<file path="src/rtl/core/bfw_ram.sv">
`default_nettype none
// ---------------------------------------------------------------------------
// bfw_ram: generic simple dual-port RAM
// One write port and one read port with registered read data.
// ---------------------------------------------------------------------------
module bfw_ram #(
    parameter int WIDTH = 8,
    parameter int DEPTH = 256
) (
    input  wire logic                     aclk,
    input  wire logic                     wr_en,
    input  wire logic [$clog2(DEPTH)-1:0] wr_addr,
    input  wire logic [WIDTH-1:0]         wr_data,
    input  wire logic                     rd_en,
    input  wire logic [$clog2(DEPTH)-1:0] rd_addr,
    output logic      [WIDTH-1:0]         rd_data
);
    logic [WIDTH-1:0] mem [DEPTH];

    always_ff @(posedge aclk) begin
        if (wr_en) begin
            mem[wr_addr] <= wr_data;
        end
        if (rd_en) begin
            rd_data <= mem[rd_addr];
        end
    end
endmodule
`default_nettype wire

</file>
<file path="config.mk">
export PLATFORM = sky130hd
export DESIGN_NAME = bfw_ram
export DESIGN_NICKNAME = d
export VERILOG_FILES = /design/src/rtl/core/bfw_ram.sv
export SDC_FILE = /design/constraint.sdc
export NUM_CORES = 2
export LEC_CHECK = 0
export BUFFER_PORTS_ARGS = -buffer_cell sky130_fd_sc_hd__buf_2
export CORE_ASPECT_RATIO = 1.1
export CORE_MARGIN = 10
export CORE_UTILIZATION = 40
export CTS_CLUSTER_SIZE = 10
export DETAILED_ROUTE_END_ITERATION = 10
export MAX_ROUTING_LAYER = met4
export RECOVER_POWER = 100
export SETUP_SLACK_MARGIN = 0.2
export SLEW_MARGIN = 5
export SYNTH_ARGS = -nofsm -noshare
export SYNTH_HDL_FRONTEND = slang
export SYNTH_SLANG_ARGS = --single-unit
</file>
<file path="constraint.sdc">
create_clock -name aclk -period 3.65 [get_ports aclk]
set_input_delay 0.365 -clock aclk [delete_from_list [all_inputs] [get_ports aclk]]
set_output_delay 0.365 -clock aclk [all_outputs]
set_load 0.05 [all_outputs]
</file>
==> qor.txt <==
register area -> 61700 µm²
Slowest cell on crit path -> clkbuf_1
cell area after synthesis -> 79600 µm²
Area growth syn-to-layout -> 12.8%
DR vias/cell -> 5.81
# fillers -> 16600
first-pass GRT wire length -> 289 mm
failing checks -> max-capacitance violations, max-slew violations
Initial DRC Count -> 4309
Buffers on Ports -> 34
Vias -> 38700
Final Hold Vio Count -> 0
post-layout min period -> 3.31 ns
Pre-antenna DRT Iters -> 6
Pwr per Cell Area -> 542 nW/µm²
Initial Util -> 40.3%
remaining design rule violation count -> 0
Critical Path End Type -> flop
Worst Path Required -> 4.05 ns
crit path from -> wr_en
Place WS -> -0.0359 ns
CP Data Arrival Time -> 3.71 ns
Layout Nets -> 4038
Die Y -> 488 µm
root buffer cell -> clkbuf_16
io pins -> 35
routability cong. -> 0.848
crit-path max cell delay -> 1.65 ns
DP HPWL -> 125 mm
final antenna-violating net count -> 0
Worst Path Buf+Inv -> 3
clk sinks -> 2056
Startpoint Class -> primary input
Synth Net Count -> 3760
peak supply drop -> 426 µV
Rel. slew slack -> -132%
largest net degree at the start of global routing -> 153
P_leak -> 27.4 nW
CTS buffer count -> 229
clk_lat worst skew -> 0.88 ns
RSZ-0062 raised after global routing -> false
Tot Pwr -> 48.6 mW
die width -> 445 µm
Max Cap Violations -> 26
Synth Flop Type -> edfxtp_1
Post-synth EDFFs -> 2056
Fmax -> 0.302 GHz
Worst Path Max Fanout -> 13
layout cell share with drive strength beyond 1 -> 22.0%
HP Class -> primary input to flop
HP Start -> wr_addr[2]
CTS max path bufs -> 3
crit-path leading delay family -> buffers and inverters
classification of the worst setup path -> primary input to flop
Die Area -> 217000 µm²
most frequent cells in the layout -> edfxtp_1, mux4_2, nor2_1
antenna violations before repair -> 18
ordered cell list for the critical path -> clkbuf_1 -> clkbuf_1 -> nand3_1 -> clkbuf_1 -> nor2_1
Rows -> 171
vias in the first global route -> 39200
Post-synth ARST share -> 0%
final critical-path share of the clock period -> 90.8%
CP most frequent cell -> clkbuf_1
sequential-to-total area share from yosys stat -> 77.5%
wire per inst -> 30.1 µm
worst-margin pin slew -> 3.48 ns
DRT Wirelength -> 201 mm
warnings from Yosys -> 0
Post-Synthesis Cells -> 3733
H-tree Lvls -> 4
core box area -> 198000 µm²
syn avg cell area -> 21.3 µm²
reg2reg start -> mem[83][3]
Slew Viols, Final -> 1204
FF+latch count, synth -> 2056
# resized after CTS -> 0
final setup fails -> 0
grt ovf -> 0
commonest non-fill, non-tap cell in the layout -> edfxtp_1
multi-input logic area -> 16500 µm²
Final Skew -> 0.0331 ns
status -> finished, violations left
final worst slack -> 0.335 ns
CTS tree -> built
GRT Overall Usage -> 18.8%
Synth cell types -> 54
Worst-path clk slew -> 0.06 ns
==> synth_stat cells, types with 2 or more instances <==
cell type | n | area (µm²)
o21ai_0 | 10 | 50.1
a311oi_1 | 2 | 17.5
edfxtp_1 | 2056 | 61700
nand2_1 | 33 | 124
nor4_1 | 24 | 150
and3b_1 | 2 | 17.5
o22ai_1 | 28 | 175
o211ai_1 | 10 | 75.1
nor2_1 | 282 | 1060
clkbuf_1 | 111 | 417
a22o_1 | 8 | 70.1
or2_2 | 4 | 25.0
mux2i_1 | 134 | 1340
a221oi_1 | 13 | 114
nand3_1 | 34 | 170
a211oi_1 | 16 | 120
a21oi_1 | 96 | 480
a2111oi_0 | 2 | 17.5
a31oi_1 | 2 | 12.5
mux4_1 | 2 | 52.6
o221ai_1 | 46 | 403
nor2b_1 | 31 | 194
buf_4 | 27 | 203
buf_6 | 21 | 236
nand2b_1 | 8 | 50.1
and2_1 | 6 | 37.5
o21ai_1 | 2 | 10.0
buf_12 | 8 | 160
buf_2 | 31 | 155
a22oi_1 | 133 | 998
o32ai_1 | 4 | 35.0
nor4_2 | 3 | 37.5
nand3b_1 | 2 | 15.0
nor3_1 | 22 | 110
buf_1 | 22 | 82.6
mux4_2 | 454 | 10200
o22a_1 | 5 | 43.8
a2111oi_1 | 2 | 20.0
buf_8 | 13 | 195
nand4_1 | 10 | 62.6
==> sequential cells by signal (all words and copies together), names as in the netlist <==
register	cells
mem	2048
rd_data	8
==> path summary, 6_finish.rpt <==
check	to	slack [ns]	depth (start not counted)
setup / recovery	mem[97][4]	0.34	5
hold / removal	mem[206][7]	0.22	3
setup reg to reg	rd_data[3]	0.58	7
hold reg to reg	rd_data[2]	1.19	5
==> report_power, final <==
| part | internal, mW | switching, mW | leakage, nW | total, mW |
|---|---|---|---|---|
| sequential | 26.1 | 0.0372 | 18.5 | 26.1 |
| combinational | 0.834 | 1.58 | 5.89 | 2.42 |
| clock | 11.4 | 8.70 | 3.04 | 20.1 |
| total | 38.3 | 10.3 | 27.4 | 48.6 |
==> logic make-up (layout without fill, tap and decap cells) <==
group,count (synthesis),count (layout),share of synthesized area (%)
buf+inv,235,561,1.83
mux,591,591,14.6
simple gates,466,466,2.63
flops,2056,2056,77.5
other cells,0,10,0
compound gates,385,385,3.42
==> layout make-up <==
type                       instances  area share (%)
sequential                      2056            68.8
multi-input combinational       1442            18.4
clock buffer                     251            6.52
tap                             2595            3.62
timing repair buffer             280            2.29
clock inverter                    28           0.408
antenna                           10          0.0279
inverter                           2         0.00836
==> routing by layer <==
layer	GRT usage, %	up-vias	wire length, µm
met5	-	-	0
met4	5.61	0	5210
met3	3.48	308	15300
met2	29.7	1590	99000
met1	24.9	20700	81200
li1	-	16200	-
==> through the flow <==
| step | cell area [µm²] | utilization [%] | setup TNS, ns | hold slack [ns] | instances |
|---|---|---|---|---|---|
| 6_report | 89800 | 45.4 | 0 | 0.216 | 6664 |
| 5_1_grt | 89800 | 45.4 | 0 | 0.233 | 6663 |
| 4_1_cts | 90300 | 45.7 | 0 | 0.00525 | 6654 |
| 3_5_place_dp | 84100 | 42.5 | -0.0359 | 0.831 | 6372 |
| 3_3_place_gp | 84100 | 42.5 | -0.0340 | 0.830 | 6372 |
| 2_1_floorplan | 79600 | - | 0 | 0.464 | 3733 |
==> tightest hold or removal path: stages <==
cell and delay, ns:
buf_2 0.16, nand3_1 0.15, nor2_1 0.20
==> timing repair <==
action	4_1_cts	5_1_grt
hold endpoints to repair	87	0
setup buffers	0	0
setup endpoints to repair	0	0
hold buffers	3	0
No activity file was read; power rests on OpenSTA's default activity.
