## config.mk

```make
export PLATFORM = sky130hd
export DESIGN_NAME = bfw_queue
export DESIGN_NICKNAME = d
export VERILOG_FILES = /design/src/rtl/core/bfw_pkg.sv /design/src/rtl/core/bfw_queue.sv
export SDC_FILE = /design/constraint.sdc
export NUM_CORES = 1
export LEC_CHECK = 0
export BUFFER_PORTS_ARGS = -buffer_cell sky130_fd_sc_hd__buf_2
export CORE_ASPECT_RATIO = 0.7
export CORE_MARGIN = 5
export CORE_UTILIZATION = 46
export DETAILED_ROUTE_END_ITERATION = 12
export PLACE_DENSITY_LB_ADDON = 0.08
export SLEW_MARGIN = 10
export SYNTH_ARGS = -nofsm -noshare
export SYNTH_HDL_FRONTEND = slang
export SYNTH_SLANG_ARGS = --single-unit
```

## constraint.sdc

```tcl
create_clock -name aclk -period 2.9 [get_ports aclk]
set_clock_uncertainty 0.05 [all_clocks]
set_input_delay 0.29 -clock aclk [delete_from_list [all_inputs] [get_ports aclk]]
set_output_delay 0.29 -clock aclk [all_outputs]
set_load 0.03 [all_outputs]
```

## src/rtl/core/bfw_pkg.sv

```systemverilog
`default_nettype none
// ---------------------------------------------------------------------------
// bfw_pkg: shared types, constants and functions of the bilateral filter
// Holds the geometry constants, the sample store slot arithmetic, the range
// weight table and the structs that travel between the core's parts.
// ---------------------------------------------------------------------------
package bfw_pkg;

    localparam int HALF_WINDOW = 3;
    localparam int WIN         = 2 * HALF_WINDOW + 1;
    localparam int K_W         = $clog2(WIN);
    localparam int MAX_WIDTH   = 1024;
    localparam int ROW_LIMIT   = 4096;
    localparam int STORE_DEPTH = 2 * HALF_WINDOW * (MAX_WIDTH + 1) + 1;
    localparam int SLOT_W      = $clog2(STORE_DEPTH);

    localparam int W_W    = 11;
    localparam int H_W    = 13;
    localparam int COL_W  = 10;
    localparam int ROW_W  = 13;
    localparam int OROW_W = 12;
    localparam int PIX_W  = 8;
    localparam int TAP_W  = 16;
    localparam int LUT_W  = 17;

    // Raster index, and the reciprocal used to reduce it modulo the depth.
    localparam int          IDX_W     = 23;
    localparam int          MOD_SHIFT = 36;
    localparam int          MUL_W     = 24;
    localparam logic [23:0] MOD_MUL   = 24'd11172083;
    localparam int          PROD_W    = IDX_W + MUL_W;
    localparam int          QUO_W     = PROD_W - MOD_SHIFT;

    localparam logic [2:0] CFG_IMAGE_WIDTH  = 3'd0;
    localparam logic [2:0] CFG_IMAGE_HEIGHT = 3'd1;
    localparam logic [2:0] CFG_TAP_CENTER   = 3'd2;
    localparam logic [2:0] CFG_TAP_ONE      = 3'd3;
    localparam logic [2:0] CFG_TAP_TWO      = 3'd4;
    localparam logic [2:0] CFG_TAP_THREE    = 3'd5;
    localparam logic [2:0] CFG_RANGE_SCALE  = 3'd6;

    localparam logic OP_SAMPLE = 1'b0;
    localparam logic OP_FLUSH  = 1'b1;

    typedef struct packed {
        logic [ROW_W-1:0] row;
        logic [COL_W-1:0] col;
        logic [W_W-1:0]   width;
        logic [H_W-1:0]   height;
        logic             frame_end;
    } job_t;

    typedef struct packed {
        logic              we;
        logic [SLOT_W-1:0] addr;
        logic [PIX_W-1:0]  data;
    } store_wr_t;

    typedef struct packed {
        logic              en;
        logic [SLOT_W-1:0] addr;
    } store_rd_t;

    typedef struct packed {
        logic [TAP_W-1:0] tap_center;
        logic [TAP_W-1:0] tap_one;
        logic [TAP_W-1:0] tap_two;
        logic [TAP_W-1:0] tap_three;
        logic [TAP_W-1:0] range_scale;
    } filt_cfg_t;

    typedef logic [LUT_W-1:0] range_lut_t [256];

    // Gaussian range weight, entry k for x = k/32, Q1.16, by repeated
    // multiplication with a decaying step factor.
    function automatic range_lut_t build_range_lut();
        range_lut_t  lut;
        logic [63:0] g;
        logic [63:0] s;
        logic [63:0] q2;
        logic [63:0] decay;
        decay = 64'd4292870656;
        g     = 64'd1 << 32;
        s     = decay;
        q2    = (decay * decay + (64'd1 << 31)) >> 32;
        for (int k = 0; k < 256; k++) begin
            lut[k] = LUT_W'((g + 64'h8000) >> 16);
            g      = (g * s + (64'd1 << 31)) >> 32;
            s      = (s * q2 + (64'd1 << 31)) >> 32;
        end
        return lut;
    endfunction

    localparam range_lut_t RANGE_LUT = build_range_lut();

    // Second half of the modulo reduction: prod is idx * MOD_MUL, registered in
    // the cycle before. One correction covers any rounding of the quotient.
    function automatic logic [SLOT_W-1:0] slot_of(input logic [IDX_W-1:0] idx,
                                                 input logic [PROD_W-1:0] prod);
        logic [QUO_W-1:0] q;
        logic [IDX_W-1:0] r;
        q = prod[PROD_W-1:MOD_SHIFT];
        r = idx - IDX_W'(q) * IDX_W'(STORE_DEPTH);
        if (r >= IDX_W'(STORE_DEPTH)) begin
            r = r - IDX_W'(STORE_DEPTH);
        end
        return r[SLOT_W-1:0];
    endfunction

endpackage
`default_nettype wire

```

## src/rtl/core/bfw_queue.sv

```systemverilog
`default_nettype none
// ---------------------------------------------------------------------------
// bfw_queue: two-entry job queue
// Carries output jobs from the front end to the back end, first in first out.
// ---------------------------------------------------------------------------
module bfw_queue (
    input  wire logic          aclk,
    input  wire logic          aresetn,
    input  wire logic          push,
    input  wire bfw_pkg::job_t push_job,
    input  wire logic          pop,
    output logic               empty,
    output bfw_pkg::job_t      pop_job
);
    import bfw_pkg::*;

    job_t       entry_reg [2];
    logic       wr_ptr_reg;
    logic       rd_ptr_reg;
    logic [1:0] count_reg;
    logic       do_push;
    logic       do_pop;

    assign empty   = (count_reg == 2'd0);
    assign pop_job = entry_reg[rd_ptr_reg];
    assign do_push = push && (count_reg != 2'd2);
    assign do_pop  = pop && !empty;

    always_ff @(posedge aclk) begin
        if (do_push) begin
            entry_reg[wr_ptr_reg] <= push_job;
        end
    end

    always_ff @(posedge aclk) begin
        if (!aresetn) begin
            wr_ptr_reg <= 1'b0;
            rd_ptr_reg <= 1'b0;
            count_reg  <= 2'd0;
        end else begin
            if (do_push) begin
                wr_ptr_reg <= !wr_ptr_reg;
            end
            if (do_pop) begin
                rd_ptr_reg <= !rd_ptr_reg;
            end
            if (do_push && !do_pop) begin
                count_reg <= count_reg + 2'd1;
            end else if (do_pop && !do_push) begin
                count_reg <= count_reg - 2'd1;
            end
        end
    end
endmodule
`default_nettype wire

```

==> results of run 1 <==
[Yosys cell counts, drive strengths merged (2+ instances only)]
cell and instances:
and2 3, inv 3, o21ai 2, edfxtp 96, dfxtp 5, xnor2 2, mux2 48, nor2 2
a21boi 2, buf 5
[placed cells by master, fill, tap and decap left out, types with 2 or more instances in the layout]
master and n:
buf_2 100, edfxtp_1 96, mux2_2 48, clkbuf_16 9, clkinv_1 4, dfxtp_1 4
and2_1 3, inv_1 2, xnor2_1 2, clkinvlp_4 2, buf_12 2
[path summary, 6_finish.rpt]
kind | from | to | slack (ns) | cells after the start
max | flip-flop | pop_job[5] | 0.67 | 3
min reg2reg | count_reg[1] | count_reg[1] | 0.48 | 2
min | push_job[32] | entry_reg[1][32] | 0.09 | 1
max reg2reg | count_reg[0] | entry_reg[1][16] | 1.12 | 4
[metal layers]
| layer | part of all wire (%) | track usage, % | vias to the layer above |
|---|---|---|---|
| met5 | 0.22 | 0 | - |
| met4 | 1.2 | 4.38 | 2 |
| met3 | 8.5 | 5.77 | 10 |
| met2 | 47 | 21.9 | 64 |
| met1 | 43 | 16.6 | 908 |
| li1 | - | - | 897 |
[cell families (layout without fill, tap and decap cells)]
family | Yosys count | after routing | share of synthesized area (%)
DFF | 101 | 101 | 80.9
muxes | 48 | 48 | 14.7
and+or+nand+nor | 9 | 9 | 1.29
buffers and inverters | 8 | 122 | 1.19
AOI/OAI and AO/OA | 5 | 5 | 0.883
xor gates and xnor gates | 3 | 3 | 0.713
adders and majority gates | 1 | 1 | 0.339
[where the power goes]
part / switching, µW / leakage [µW] / internal (µW)
combinational: 795 / 0.000652 / 472
clock: 460 / 0.000119 / 569
sequential: 101 / 0.000938 / 1820
[final cells by class]
class,count,share of cell area (%)
Sequential cell,101,64.9
Tap cell,101,2.75
Timing Repair Buffer,103,11.9
Clock inverter,6,0.653
Multi-Input combinational cell,66,14.5
Inverter,3,0.245
Clock buffer,10,4.98
[metrics by stage]
stage,utilization (%),std cells,hold WS [ns],power (µW)
after floorplan,-,175,0.339,2870
after global placement,55.3,374,0.429,3240
after detailed placement,55.3,374,0.431,3250
after CTS,58.6,390,0.0836,4280
after global routing,58.6,390,0.0817,4430
final,58.6,390,0.0942,4220
==> metrics, run 1 <==
outcome finished, final reports clean; DR pass1 iterations 4; placeable core area 7840 µm²; CTS tree built; Top delay family on crit path flip-flops; Worst EP arrival 1.89 ns; Initial Util 47.0%; fill count 606; vias per cell 4.82; postcts setup bufs 0; routability cong. 0.700; Worst IR Drop VDD 414 µV; initial DRC count 60; Gate Count Post-Synth 175; setup violators final 0; Worst Path Buf+Inv 2; RSZ-0062 raised after global routing false; sequential share of the synthesized area 80.9%; cell accounting for the most synthesized area edfxtp_1; clock sink count 101; CTS buffer count 9; max reg flops 96; number of I/O pins 101; Antenna diodes 0; flops & latches, synth 101; Finished Cell Area 4600 µm²; row cnt 27; CP max stage delay 0.74 ns; Yosys warnings 0; f_max 448 MHz; crit path launch type flip-flop; vias post-DR 1881; hold buffers post-CTS 0; Post-synth EDFFs 96; CP required 2.56 ns; share of cells above drive strength 1 57.1%; Place WS 0.987 ns; die outline height 84.9 µm; Power Dens Cells 919 nW/µm²; CP Cell Sequence buf_12 > mux2_2 > buf_2; latest clock arrival within the worst-skew pair 0.33 ns; Root Driver clkbuf_16; Async S/R FF share, synth 0%; Crit. End Element output port; kind of critical path flip-flop to output port; CTS max path bufs 2; PortBufs 100; CP max-delay cell dfxtp_2; Post-Syn Nets 228; Routed wire per std cell 16.6 µm; Worst-path clk slew 0.06 ns; Total Wirelength 6470 µm; global-route usage over all layers 13.6%; Die W 117 µm; top cells by area, synth edfxtp_1 (78%), mux2_2 (15%), dfxtp_1 (2.7%), buf_4 (0.61%), and2_1 (0.51%); max cap viols 0; largest net degree at the start of global routing 49; crit-path max FO 25; Setup WS post-layout 0.669 ns; Worst-Margin Slew 0.647 ns; Residual DRC 0; Final Hold Fails 0; Post-CTS Resized 0; Synth top area share 78.2%; Routed Antenna Nets 0; final net count 337; synth unique cells 20; Mapped Avg Cell Area 21.1 µm²; fin crit period 2.23 ns; grt total ovfl 0; vias in the first global route 2019; Die ar. 9930 µm²; DP HPWL 4380 µm; Placed Instance Area 4340 µm²; setup_tns 0 ns; Post-synth top flop edfxtp_1; leakage power 0.00171 µW; Cell Area, Synth 3690 µm²; fin crit share 76.9%; total area of sequential cells 2980 µm²; Max-slew headroom 56.8%; Max Slew Vio Count 0; initial antenna violation count 1; global-route wire length before repair 10000 µm; H-tree depth 3; worst min path class primary input to flip-flop; Area Growth Syn to Fin 24.7%; multi-input logic area 667 µm²
Power figures use the tool's default switching activity.
==> run 2: changes to the inputs <==
Clock period 2.9 ns to 1.9 ns, I/O delays scaled along.
==> run 2 against run 1 <==
Sequential share of layout area fell by 6.2 points. First-iteration DRC count rose by 47%. Register-to-register slack got worse by 0.89 ns. Die area did not move. Sequential cell count did not move. Clock power rose by 57%.
==> metrics, run 2 (same netlist as run 1, synthesis figures left out) <==
reg2reg start count_reg[0]; final net count 384 (+14%); Worst-path clk slew 0.07 ns (about the same); RSZ-0062 raised after global routing false; crit-path max FO 22 (-12%); post-route core utilization 64.8% (+6.2 points); grt total ovfl 0 (unchanged); Antenna diodes 0 (unchanged); total area of sequential cells 2980 µm² (unchanged); Sw Share 32.3% (+0.17 points); Root Driver clkbuf_16; DR pass1 iterations 4 (unchanged); Residual DRC 0 (unchanged); Routed Antenna Nets 0 (unchanged); global-route wire length before repair 10800 µm (+8.0%); largest net degree at the start of global routing 35 (-29%); max reg flops 96 (unchanged); Max-slew headroom 79.5% (+23 points); Tot Pwr 6600 µW (+56%); Total Wirelength 6860 µm (+6.0%); vias in the first global route 2184 (+8.2%); Switch Pwr 2130 µW (+57%); setup_tns 0 ns (unchanged); CP Cell Sequence buf_4 > mux2_2 > buf_2; CTS max path bufs 2 (unchanged); Final Hold Fails 0 (unchanged); Worst EP arrival 1.56 ns (-0.33 ns); global-route usage over all layers 14.5% (+0.91 points); clock sink count 101 (unchanged); most frequent cells in the layout buf_2 (100), edfxtp_1 (96), mux2_2 (48); CTS buffer count 9 (unchanged); Die ar. 9930 µm² (unchanged); Clock Power Share 24.5% (about the same); Max Slew Vio Count 0 (unchanged); CTS tree built; setup violators final 0 (unchanged); Crit. End Element output port; DP HPWL 4420 µm (+0.85%); crit path launch type flip-flop; die outline height 84.9 µm (unchanged); Worst-Margin Slew 0.308 ns (-0.339 ns); routability cong. 0.696 (-0.63%); PortBufs 100 (unchanged); placeable core area 7840 µm² (unchanged); most common cell after layout, fill and taps aside buf_2; outcome finished, final reports clean; initial DRC count 88 (+47%); leakage power 0.00192 µW (+12%); Initial Util 47.0% (unchanged); final cell count without fillers 437 (+12%); f_max 555 MHz; fill count 569 (-6.1%); postcts setup bufs 0 (unchanged); CP max-delay cell mux2_2; number of I/O pins 101 (unchanged); max cap viols 0 (unchanged); Top delay family on crit path buffers and inverters; initial antenna violation count 0 (-1); share of cells above drive strength 1 50.6% (-6.5 points); latest clock arrival within the worst-skew pair 0.33 ns (about the same); fin crit period 1.80 ns; Worst Path Buf+Inv 2 (unchanged); CP required 1.66 ns (-0.90 ns); kind of critical path flip-flop to output port; Power Dens Cells 1300 nW/µm² (+41%); Area Growth Syn to Fin 37.9%; fin crit share 94.9%; multi-input logic area 667 µm² (unchanged); Int Pwr 4470 µW (+56%); row cnt 27 (unchanged); combinational power share 32.1% (+2.1 points); vias post-DR 2056 (+9.3%); placed cells 377 (+0.80%); worst min path class primary input to flip-flop; Routed wire per std cell 15.7 µm (-5.4%); Flop pwr share 43.4% (-2.2 points); min-delay src push_job[22]; Worst IR Drop VDD 756 µV (+83%); CP max stage delay 0.39 ns (-0.35 ns); vias per cell 4.70 (-2.5%); H-tree depth 3 (unchanged); Die W 117 µm (unchanged)
## run 2: worst paths after layout
| path | cells past startpoint | end | slack [ns] |
|---|---|---|---|
| max | 3 | pop_job[22] | 0.1 |
| min | 1 | entry_reg[1][22] | 0.01 |
| max reg2reg | 6 | count_reg[1] | 0.23 |
| min reg2reg | 2 | count_reg[1] | 0.49 |
## run 2: worst reg2reg max path: stages (launching register included)
cell	delay (ns)
dfxtp_1	0.36
nand2b_1	0.20
nand2_1	0.14
inv_1	0.06
ha_1	0.32
or3_1	0.36
a21boi_1	0.14
## run 2: power groups by stage
stage                     Sequential, µW  Clock, µW  Combinational (µW)
after floorplan                     2890          0                1490
after global placement              2900          0                2080
after detailed placement            2910          0                2080
after CTS                           2870       1660                2160
after global routing                2890       1770                2260
final                               2860       1620                2120
## run 2: area by class of cell
class	instances	area share, %
Timing Repair Buffer	150	20.1
Tap cell	101	2.49
Inverter	3	0.295
Clock buffer	9	4.43
Multi-Input combinational cell	66	13.1
Clock inverter	7	0.812
Sequential cell	101	58.7
## run 2: per-layer routing
metal / vias to the layer above / track usage, % / wire (µm)
met3: 7 / 4.35 / 424
met2: 62 / 24.2 / 3420
li1: 992 / - / -
met5: - / 0 / 0
met4: 0 / 5.94 / 99
met1: 995 / 17.7 / 2910
## run 2: timing repair
item                      CTS  global route
gates resized for setup     0             0
hold endpoints to repair   86             2
hold buffers               43             1
## run 2: per-stage QoR
step / hold slack, ns / setup WS, ns / cell area [µm²]
global placement: 0.328 / 0.285 / 4380
finish: 0.0106 / 0.0972 / 5080
floorplan: 0.239 / 0.0838 / 3700
CTS: 0.000380 / 0.0688 / 5070
global route: 0.00413 / 0.0301 / 5080
detailed placement: 0.331 / 0.233 / 4380
