## src/rtl/core/bfw_pkg.sv

```systemverilog
`default_nettype none
// ---------------------------------------------------------------------------
// bfw_pkg: shared types, constants and functions of the bilateral filter
// Holds the geometry constants, the sample store slot arithmetic, the range
// weight table and the structs that travel between the core's parts.
// ---------------------------------------------------------------------------
package bfw_pkg;

    localparam int HALF_WINDOW = 3;
    localparam int WIN         = 2 * HALF_WINDOW + 1;
    localparam int K_W         = $clog2(WIN);
    localparam int MAX_WIDTH   = 1024;
    localparam int ROW_LIMIT   = 4096;
    localparam int STORE_DEPTH = 2 * HALF_WINDOW * (MAX_WIDTH + 1) + 1;
    localparam int SLOT_W      = $clog2(STORE_DEPTH);

    localparam int W_W    = 11;
    localparam int H_W    = 13;
    localparam int COL_W  = 10;
    localparam int ROW_W  = 13;
    localparam int OROW_W = 12;
    localparam int PIX_W  = 8;
    localparam int TAP_W  = 16;
    localparam int LUT_W  = 17;

    // Raster index, and the reciprocal used to reduce it modulo the depth.
    localparam int          IDX_W     = 23;
    localparam int          MOD_SHIFT = 36;
    localparam int          MUL_W     = 24;
    localparam logic [23:0] MOD_MUL   = 24'd11172083;
    localparam int          PROD_W    = IDX_W + MUL_W;
    localparam int          QUO_W     = PROD_W - MOD_SHIFT;

    localparam logic [2:0] CFG_IMAGE_WIDTH  = 3'd0;
    localparam logic [2:0] CFG_IMAGE_HEIGHT = 3'd1;
    localparam logic [2:0] CFG_TAP_CENTER   = 3'd2;
    localparam logic [2:0] CFG_TAP_ONE      = 3'd3;
    localparam logic [2:0] CFG_TAP_TWO      = 3'd4;
    localparam logic [2:0] CFG_TAP_THREE    = 3'd5;
    localparam logic [2:0] CFG_RANGE_SCALE  = 3'd6;

    localparam logic OP_SAMPLE = 1'b0;
    localparam logic OP_FLUSH  = 1'b1;

    typedef struct packed {
        logic [ROW_W-1:0] row;
        logic [COL_W-1:0] col;
        logic [W_W-1:0]   width;
        logic [H_W-1:0]   height;
        logic             frame_end;
    } job_t;

    typedef struct packed {
        logic              we;
        logic [SLOT_W-1:0] addr;
        logic [PIX_W-1:0]  data;
    } store_wr_t;

    typedef struct packed {
        logic              en;
        logic [SLOT_W-1:0] addr;
    } store_rd_t;

    typedef struct packed {
        logic [TAP_W-1:0] tap_center;
        logic [TAP_W-1:0] tap_one;
        logic [TAP_W-1:0] tap_two;
        logic [TAP_W-1:0] tap_three;
        logic [TAP_W-1:0] range_scale;
    } filt_cfg_t;

    typedef logic [LUT_W-1:0] range_lut_t [256];

    // Gaussian range weight, entry k for x = k/32, Q1.16, by repeated
    // multiplication with a decaying step factor.
    function automatic range_lut_t build_range_lut();
        range_lut_t  lut;
        logic [63:0] g;
        logic [63:0] s;
        logic [63:0] q2;
        logic [63:0] decay;
        decay = 64'd4292870656;
        g     = 64'd1 << 32;
        s     = decay;
        q2    = (decay * decay + (64'd1 << 31)) >> 32;
        for (int k = 0; k < 256; k++) begin
            lut[k] = LUT_W'((g + 64'h8000) >> 16);
            g      = (g * s + (64'd1 << 31)) >> 32;
            s      = (s * q2 + (64'd1 << 31)) >> 32;
        end
        return lut;
    endfunction

    localparam range_lut_t RANGE_LUT = build_range_lut();

    // Second half of the modulo reduction: prod is idx * MOD_MUL, registered in
    // the cycle before. One correction covers any rounding of the quotient.
    function automatic logic [SLOT_W-1:0] slot_of(input logic [IDX_W-1:0] idx,
                                                 input logic [PROD_W-1:0] prod);
        logic [QUO_W-1:0] q;
        logic [IDX_W-1:0] r;
        q = prod[PROD_W-1:MOD_SHIFT];
        r = idx - IDX_W'(q) * IDX_W'(STORE_DEPTH);
        if (r >= IDX_W'(STORE_DEPTH)) begin
            r = r - IDX_W'(STORE_DEPTH);
        end
        return r[SLOT_W-1:0];
    endfunction

endpackage
`default_nettype wire

```

## src/rtl/core/bfw_front.sv

```systemverilog
`default_nettype none
// ---------------------------------------------------------------------------
// bfw_front: input front end of the bilateral filter
// Accepts words, keeps the input and output raster positions, writes samples
// into the store and queues a job for each output that becomes due.
// ---------------------------------------------------------------------------
module bfw_front (
    input  wire logic                    aclk,
    input  wire logic                    aresetn,
    input  wire logic                    s_valid,
    output logic                         s_ready,
    input  wire logic                    s_op,
    input  wire logic [7:0]              s_sample,
    input  wire logic [10:0]             width,
    input  wire logic [12:0]             height,
    input  wire logic                    back_busy,
    input  wire logic                    q_empty,
    output logic                         q_push,
    output bfw_pkg::job_t                q_job,
    output bfw_pkg::store_wr_t           store_wr
);
    import bfw_pkg::*;

    typedef enum logic [4:0] {
        F_IDLE   = 5'b00001,
        F_INDEX  = 5'b00010,
        F_DECIDE = 5'b00100,
        F_MODMUL = 5'b01000,
        F_WRITE  = 5'b10000
    } fstate_t;

    fstate_t            state_reg;
    logic               op_reg;
    logic [PIX_W-1:0]   sample_reg;
    logic [COL_W-1:0]   in_col_reg;
    logic [ROW_W-1:0]   in_row_reg;
    logic [COL_W-1:0]   emit_col_reg;
    logic [ROW_W-1:0]   emit_row_reg;
    logic [IDX_W-1:0]   rx_reg;
    logic [IDX_W-1:0]   e_reg;
    logic [IDX_W-1:0]   total_reg;
    logic [11:0]        lag_reg;
    logic [IDX_W-1:0]   wr_idx_reg;
    logic [PROD_W-1:0]  prod_reg;
    logic               fire_reg;
    job_t               job_reg;

    // Decision terms, valid in F_DECIDE.
    logic               complete;
    logic               restart;
    logic [IDX_W-1:0]   rx_v;
    logic [IDX_W-1:0]   e_v;
    logic [COL_W-1:0]   ecol_v;
    logic [ROW_W-1:0]   erow_v;
    logic [COL_W-1:0]   icol_v;
    logic [ROW_W-1:0]   irow_v;
    logic               fire;
    logic [COL_W:0]     ecol_inc;
    logic [COL_W:0]     icol_inc;

    assign s_ready = (state_reg == F_IDLE) && q_empty && !back_busy;

    always_comb begin
        complete = (rx_reg >= total_reg);
        restart  = (op_reg == OP_SAMPLE) && complete;
        rx_v     = restart ? '0 : rx_reg;
        e_v      = restart ? '0 : e_reg;
        ecol_v   = restart ? '0 : emit_col_reg;
        erow_v   = restart ? '0 : emit_row_reg;
        icol_v   = restart ? '0 : in_col_reg;
        irow_v   = restart ? '0 : in_row_reg;
        if (op_reg == OP_FLUSH) begin
            fire = complete && (e_v < total_reg);
        end else begin
            fire = (e_v < total_reg) &&
                   ({1'b0, rx_v} >= ({1'b0, e_v} + (IDX_W+1)'(lag_reg)));
        end
        ecol_inc = {1'b0, ecol_v} + (COL_W+1)'(1);
        icol_inc = {1'b0, icol_v} + (COL_W+1)'(1);
    end

    always_ff @(posedge aclk) begin
        case (state_reg)
            F_IDLE: begin
                op_reg     <= s_op;
                sample_reg <= s_sample;
            end
            F_INDEX: begin
                rx_reg    <= IDX_W'(in_row_reg) * IDX_W'(width) + IDX_W'(in_col_reg);
                e_reg     <= IDX_W'(emit_row_reg) * IDX_W'(width) + IDX_W'(emit_col_reg);
                total_reg <= IDX_W'(width) * IDX_W'(height);
                lag_reg   <= 12'(width) * 12'(HALF_WINDOW) + 12'(HALF_WINDOW);
            end
            F_DECIDE: begin
                wr_idx_reg        <= rx_v;
                job_reg.row       <= erow_v;
                job_reg.col       <= ecol_v;
                job_reg.width     <= width;
                job_reg.height    <= height;
                job_reg.frame_end <= (e_v == total_reg - IDX_W'(1));
            end
            F_MODMUL: begin
                prod_reg <= PROD_W'(wr_idx_reg) * PROD_W'(MOD_MUL);
            end
            default: begin
            end
        endcase
    end

    always_ff @(posedge aclk) begin
        if (!aresetn) begin
            state_reg    <= F_IDLE;
            in_col_reg   <= '0;
            in_row_reg   <= '0;
            emit_col_reg <= '0;
            emit_row_reg <= '0;
            fire_reg     <= 1'b0;
        end else begin
            case (state_reg)
                F_IDLE: begin
                    if (s_valid && s_ready) begin
                        state_reg <= F_INDEX;
                    end
                end
                F_INDEX: begin
                    state_reg <= F_DECIDE;
                end
                F_DECIDE: begin
                    fire_reg <= fire;
                    if (op_reg == OP_SAMPLE) begin
                        if (icol_inc >= (COL_W+1)'(width)) begin
                            in_col_reg <= '0;
                            in_row_reg <= irow_v + ROW_W'(1);
                        end else begin
                            in_col_reg <= icol_inc[COL_W-1:0];
                            in_row_reg <= irow_v;
                        end
                    end
                    if (fire) begin
                        if (ecol_inc >= (COL_W+1)'(width)) begin
                            emit_col_reg <= '0;
                            emit_row_reg <= erow_v + ROW_W'(1);
                        end else begin
                            emit_col_reg <= ecol_inc[COL_W-1:0];
                            emit_row_reg <= erow_v;
                        end
                    end else begin
                        emit_col_reg <= ecol_v;
                        emit_row_reg <= erow_v;
                    end
                    state_reg <= F_MODMUL;
                end
                F_MODMUL: begin
                    state_reg <= F_WRITE;
                end
                F_WRITE: begin
                    fire_reg  <= 1'b0;
                    state_reg <= F_IDLE;
                end
                default: begin
                    state_reg <= F_IDLE;
                end
            endcase
        end
    end

    assign store_wr.we   = (state_reg == F_WRITE) && (op_reg == OP_SAMPLE);
    assign store_wr.addr = slot_of(wr_idx_reg, prod_reg);
    assign store_wr.data = sample_reg;
    assign q_push        = (state_reg == F_WRITE) && fire_reg;
    assign q_job         = job_reg;
endmodule
`default_nettype wire

```

## config.mk

```make
export PLATFORM = sky130hd
export DESIGN_NAME = bfw_front
export DESIGN_NICKNAME = d
export VERILOG_FILES = /design/src/rtl/core/bfw_pkg.sv /design/src/rtl/core/bfw_front.sv
export SDC_FILE = /design/constraint.sdc
export NUM_CORES = 2
export LEC_CHECK = 0
export BUFFER_PORTS_ARGS = -buffer_cell sky130_fd_sc_hd__buf_2
export CORE_MARGIN = 2
export CORE_UTILIZATION = 35
export DETAILED_ROUTE_END_ITERATION = 10
export GPL_TIMING_DRIVEN = 0
export PLACE_DENSITY = 0.53
export SLEW_MARGIN = 10
export SYNTH_ARGS = -nofsm -noshare
export SYNTH_HDL_FRONTEND = slang
export SYNTH_SLANG_ARGS = --single-unit
export TNS_END_PERCENT = 20
```

## constraint.sdc

```tcl
create_clock -name aclk -period 7.4 [get_ports aclk]
set_input_delay 1.11 -clock aclk [delete_from_list [all_inputs] [get_ports aclk]]
set_output_delay 1.11 -clock aclk [all_outputs]
set_load 0.01 [all_outputs]
```

==> impl_metrics.py <==
metrics = {
    "run_status": {
        "status": "finished, final reports clean",
    },
    "critical_path": {
        "critPathKind": "in -> reg",
        "reg2reg_setup_slack_ns": 0.25,
        "required_ns": 7.75,
        "reg2reg_depth": 34,
        "worstPathMaxFanout": 10,
        "end_kind": "flop",
        "rr_startpoint": "rx_reg[13]",
        "start_kind": "primary input",
        "rr_endpoint": "emit_col_reg[8]",
        "cp.arrival_ns": 7.54,
    },
    "yosys": {
        "netlist_instances": 4019,
        "ys_top_cells_by_count": "840 x inv_1, 631 x ha_1, 543 x fa_1",
        "synthAdderAreaFrac": 0.4898,
        "synthMuxAreaShare": 0.003493,
        "yosysMostFrequentCell": "inv_1",
        "yosysWarnings": 0,
        "yosys.cell_types.count": 83,
        "synth_area_sq_um": 38330,
        "yosysTopAreaCell": "fa_1",
        "synth-edff-count": 172,
        "syn_avg_cell_area_sq_um": 9.537,
        "synth-compound-area-share": 0.06764,
        "synthSimpleGateAreaFrac": 0.1399,
        "synth_top_area_share": 0.2836,
        "ys.flop_type": "edfxtp_1",
        "async_flop_share": 0,
        "synth_area_leaders": "fa_1 28%, ha_1 21%, edfxtp_1 13%",
        "syn_nets": 5231,
        "synth_top_family_by_area": "adder cells",
        "synth-seq-cells": 224,
        "synth_xor_area_frac": 0.04361,
        "yosysSeqAreaShare": 0.1619,
    },
    "power_and_ir_drop": {
        "internal-power_w": 0.003162,
        "worst_ir_drop_vdd_mv": 0.2487,
        "clockPowerShare": 0.316,
        "seq_power_share": 0.295,
        "p_per_area_nw_per_um2": 115.1,
        "p_switching_w": 0.001758,
        "combPwrFrac": 0.388,
        "switching_share": 0.3573,
        "p_leak_nw": 20.67,
    },
    "global_route": {
        "grt_overflow": 0,
        "grt_max_degree": 61,
        "grt_pass1_vias": 28610,
        "grt_usage": 0.1997,
        "grt_pass1_wl_um": 170600,
        "antenna_found_initial": 2,
    },
    "cts": {
        "clock_latency_ns": 0.61,
        "clock_sinks": 224,
        "cts-hold-fix-buffers": 0,
        "cts_buffers": 28,
        "h-tree-depth": 1,
        "cts_root_buf": "clkbuf_16",
        "clock_path_buffers": 3,
        "path_clk_slew_ns": 0.06,
        "cts_tree": "done",
    },
    "sta": {
        "setup_viol": 0,
        "setup_ws_ns": 0.2126,
        "slew_viol_final": 0,
        "fin_crit_sh": 0.9713,
        "worst_pin_slew_ns": 1.139,
        "final-hold-violation-count": 0,
        "tns_ns": 0,
        "maxSlewHeadroom": 0.2300,
        "period_needed_ns": 7.187,
        "fmax_ghz": 0.1391,
        "fin_hold_ws_ns": 0.4586,
        "rsz0062_at_grt": "true",
        "finalClockSkew_ns": 0.01909,
    },
    "final_layout": {
        "drive_above_1_share": 0.08261,
        "nets": 5463,
        "largest_register_ffs": 48,
        "stdcell_area_sq_um": 42760,
        "areaGrowthSynthToFinish_pct": 11.56,
        "fin_util": 0.3934,
    },
    "hold_path": {
        "hold_path.startpoint": "fire_reg",
        "worstHoldEndpoint": "fire_reg",
        "hold_class": "reg -> reg",
        "hold_path_depth": 2,
    },
    "drt": {
        "num_vias": 27740,
        "wl_per_cell_um": 19.34,
        "drt_iter0_drc": 1602,
        "wirelength_um": 110000,
        "first_pass_iters": 6,
        "drc": 0,
        "antenna_left": 0,
        "via_per_inst": 4.877,
    },
    "job": {
        "maxCapViolCount": 0,
    },
    "placement": {
        "dpl.hpwl_um": 90640,
        "place_ws_ns": -2.082,
        "io_buffers": 109,
        "gp_congestion": 0.8918,
        "placed_area_sq_um": 40720,
    },
    "floorplan": {
        "floorplan.initialDensity": 0.3526,
        "pin_count": 110,
        "core_sq_um": 108700,
        "fp.dieW_um": 334.9,
        "fp.dieH_um": 334.9,
        "dieArea_sq_um": 112200,
        "fp-row-count": 121,
    },
}
[worst max-delay path by stage]
stage               cells past startpoint            from              end
floorplan                              35   total_reg[16]  emit_col_reg[1]
global placement                       34      rx_reg[16]  emit_col_reg[6]
detailed placement                     34      rx_reg[16]  emit_col_reg[1]
CTS                                    23  wr_idx_reg[14]     prod_reg[41]
global route                           21        width[6]    total_reg[22]
finish                                 21        width[6]    total_reg[22]
[kinds of logic (layout without fill, tap and decap cells)]
kind of cell	count (synthesis)	count (layout)
adders and majority gates	1175	1175
and+or+nand+nor	1081	1081
xor gates and xnor gates	190	190
buffers and inverters	953	1207
AOI/OAI and AO/OA	383	383
DFF	224	224
other	0	1
muxes	13	13
[area by class of cell]
class | instances | area, sq um
antenna | 1 | 2.502
buffer | 109 | 442.9
clock buffer | 32 | 768.2
clock inverter | 20 | 255.2
fill | 10970 | 65940
inverter | 841 | 3162
multi-input combinational | 2842 | 28820
sequential | 224 | 6206
tap | 1414 | 1769
timing repair buffer | 205 | 1333
[power groups by stage]
stage | Clock, W | Combinational, W | Sequential [W]
floorplan | 0 | 0.00139 | 0.00148
detailed placement | 0 | 0.00188 | 0.00148
finish | 0.00156 | 0.00191 | 0.00145
global route | 0.00165 | 0.00218 | 0.00145
global placement | 0 | 0.00186 | 0.00148
CTS | 0.00160 | 0.00190 | 0.00145
[stage by stage]
stage | total power (W) | instances
after floorplan | 0.002867 | 4019
after global placement | 0.003336 | 5542
after detailed placement | 0.003365 | 5546
after CTS | 0.004956 | 5619
after global routing | 0.005281 | 5687
final | 0.004920 | 5688
[per-layer routing]
layer  up-vias  wire (um)  GRT usage
met5         -          0          0
met3       119       4649    0.02007
met2       563      53450     0.3458
met4         0       3023    0.05353
met1     13740      48910     0.2654
li1      13320          -          -
[worst max-delay path: stages]
cell and delay [ns]:
buf_2 0.21, clkbuf_1 0.63, clkbuf_2 0.53, nand2_1 0.16, fa_1 0.46, fa_1 0.43
fa_1 0.49, inv_1 0.05, fa_1 0.53, inv_1 0.05, fa_1 0.47, inv_1 0.04
ha_1 0.22, o41ai_2 0.47, o21ai_1 0.23, o41a_1 0.38, a41o_1 0.28, o41ai_2 0.30
o21bai_1 0.10, a21oi_1 0.25, xnor2_1 0.12
[timing repair]
action | in CTS | in global routing
setup endpoints to repair | 51 | 53
setup buffers | 21 | 70
hold endpoints to repair | 0 | 0
gates resized for setup | 36 | 45
gates cloned | 0 | 1
pin swaps | 9 | 26
[placed cells by master (no fill, tap or decap), types with 41 or more instances in the layout]
master | netlist | layout
o21ai_0 | 65 | 61
a21o_1 | 47 | 46
nor3_1 | 60 | 56
edfxtp_1 | 172 | 172
and2_1 | 240 | 240
inv_1 | 840 | 833
buf_4 | 0 | 92
xor2_1 | 41 | 41
nor2_1 | 136 | 134
fa_1 | 543 | 540
clkbuf_1 | 105 | 97
dfxtp_1 | 52 | 52
buf_2 | 4 | 112
xnor2_1 | 148 | 148
nand2_1 | 406 | 404
nand3_1 | 67 | 67
a21oi_1 | 105 | 101
ha_1 | 631 | 625
(Power assumes the default switching activity.)
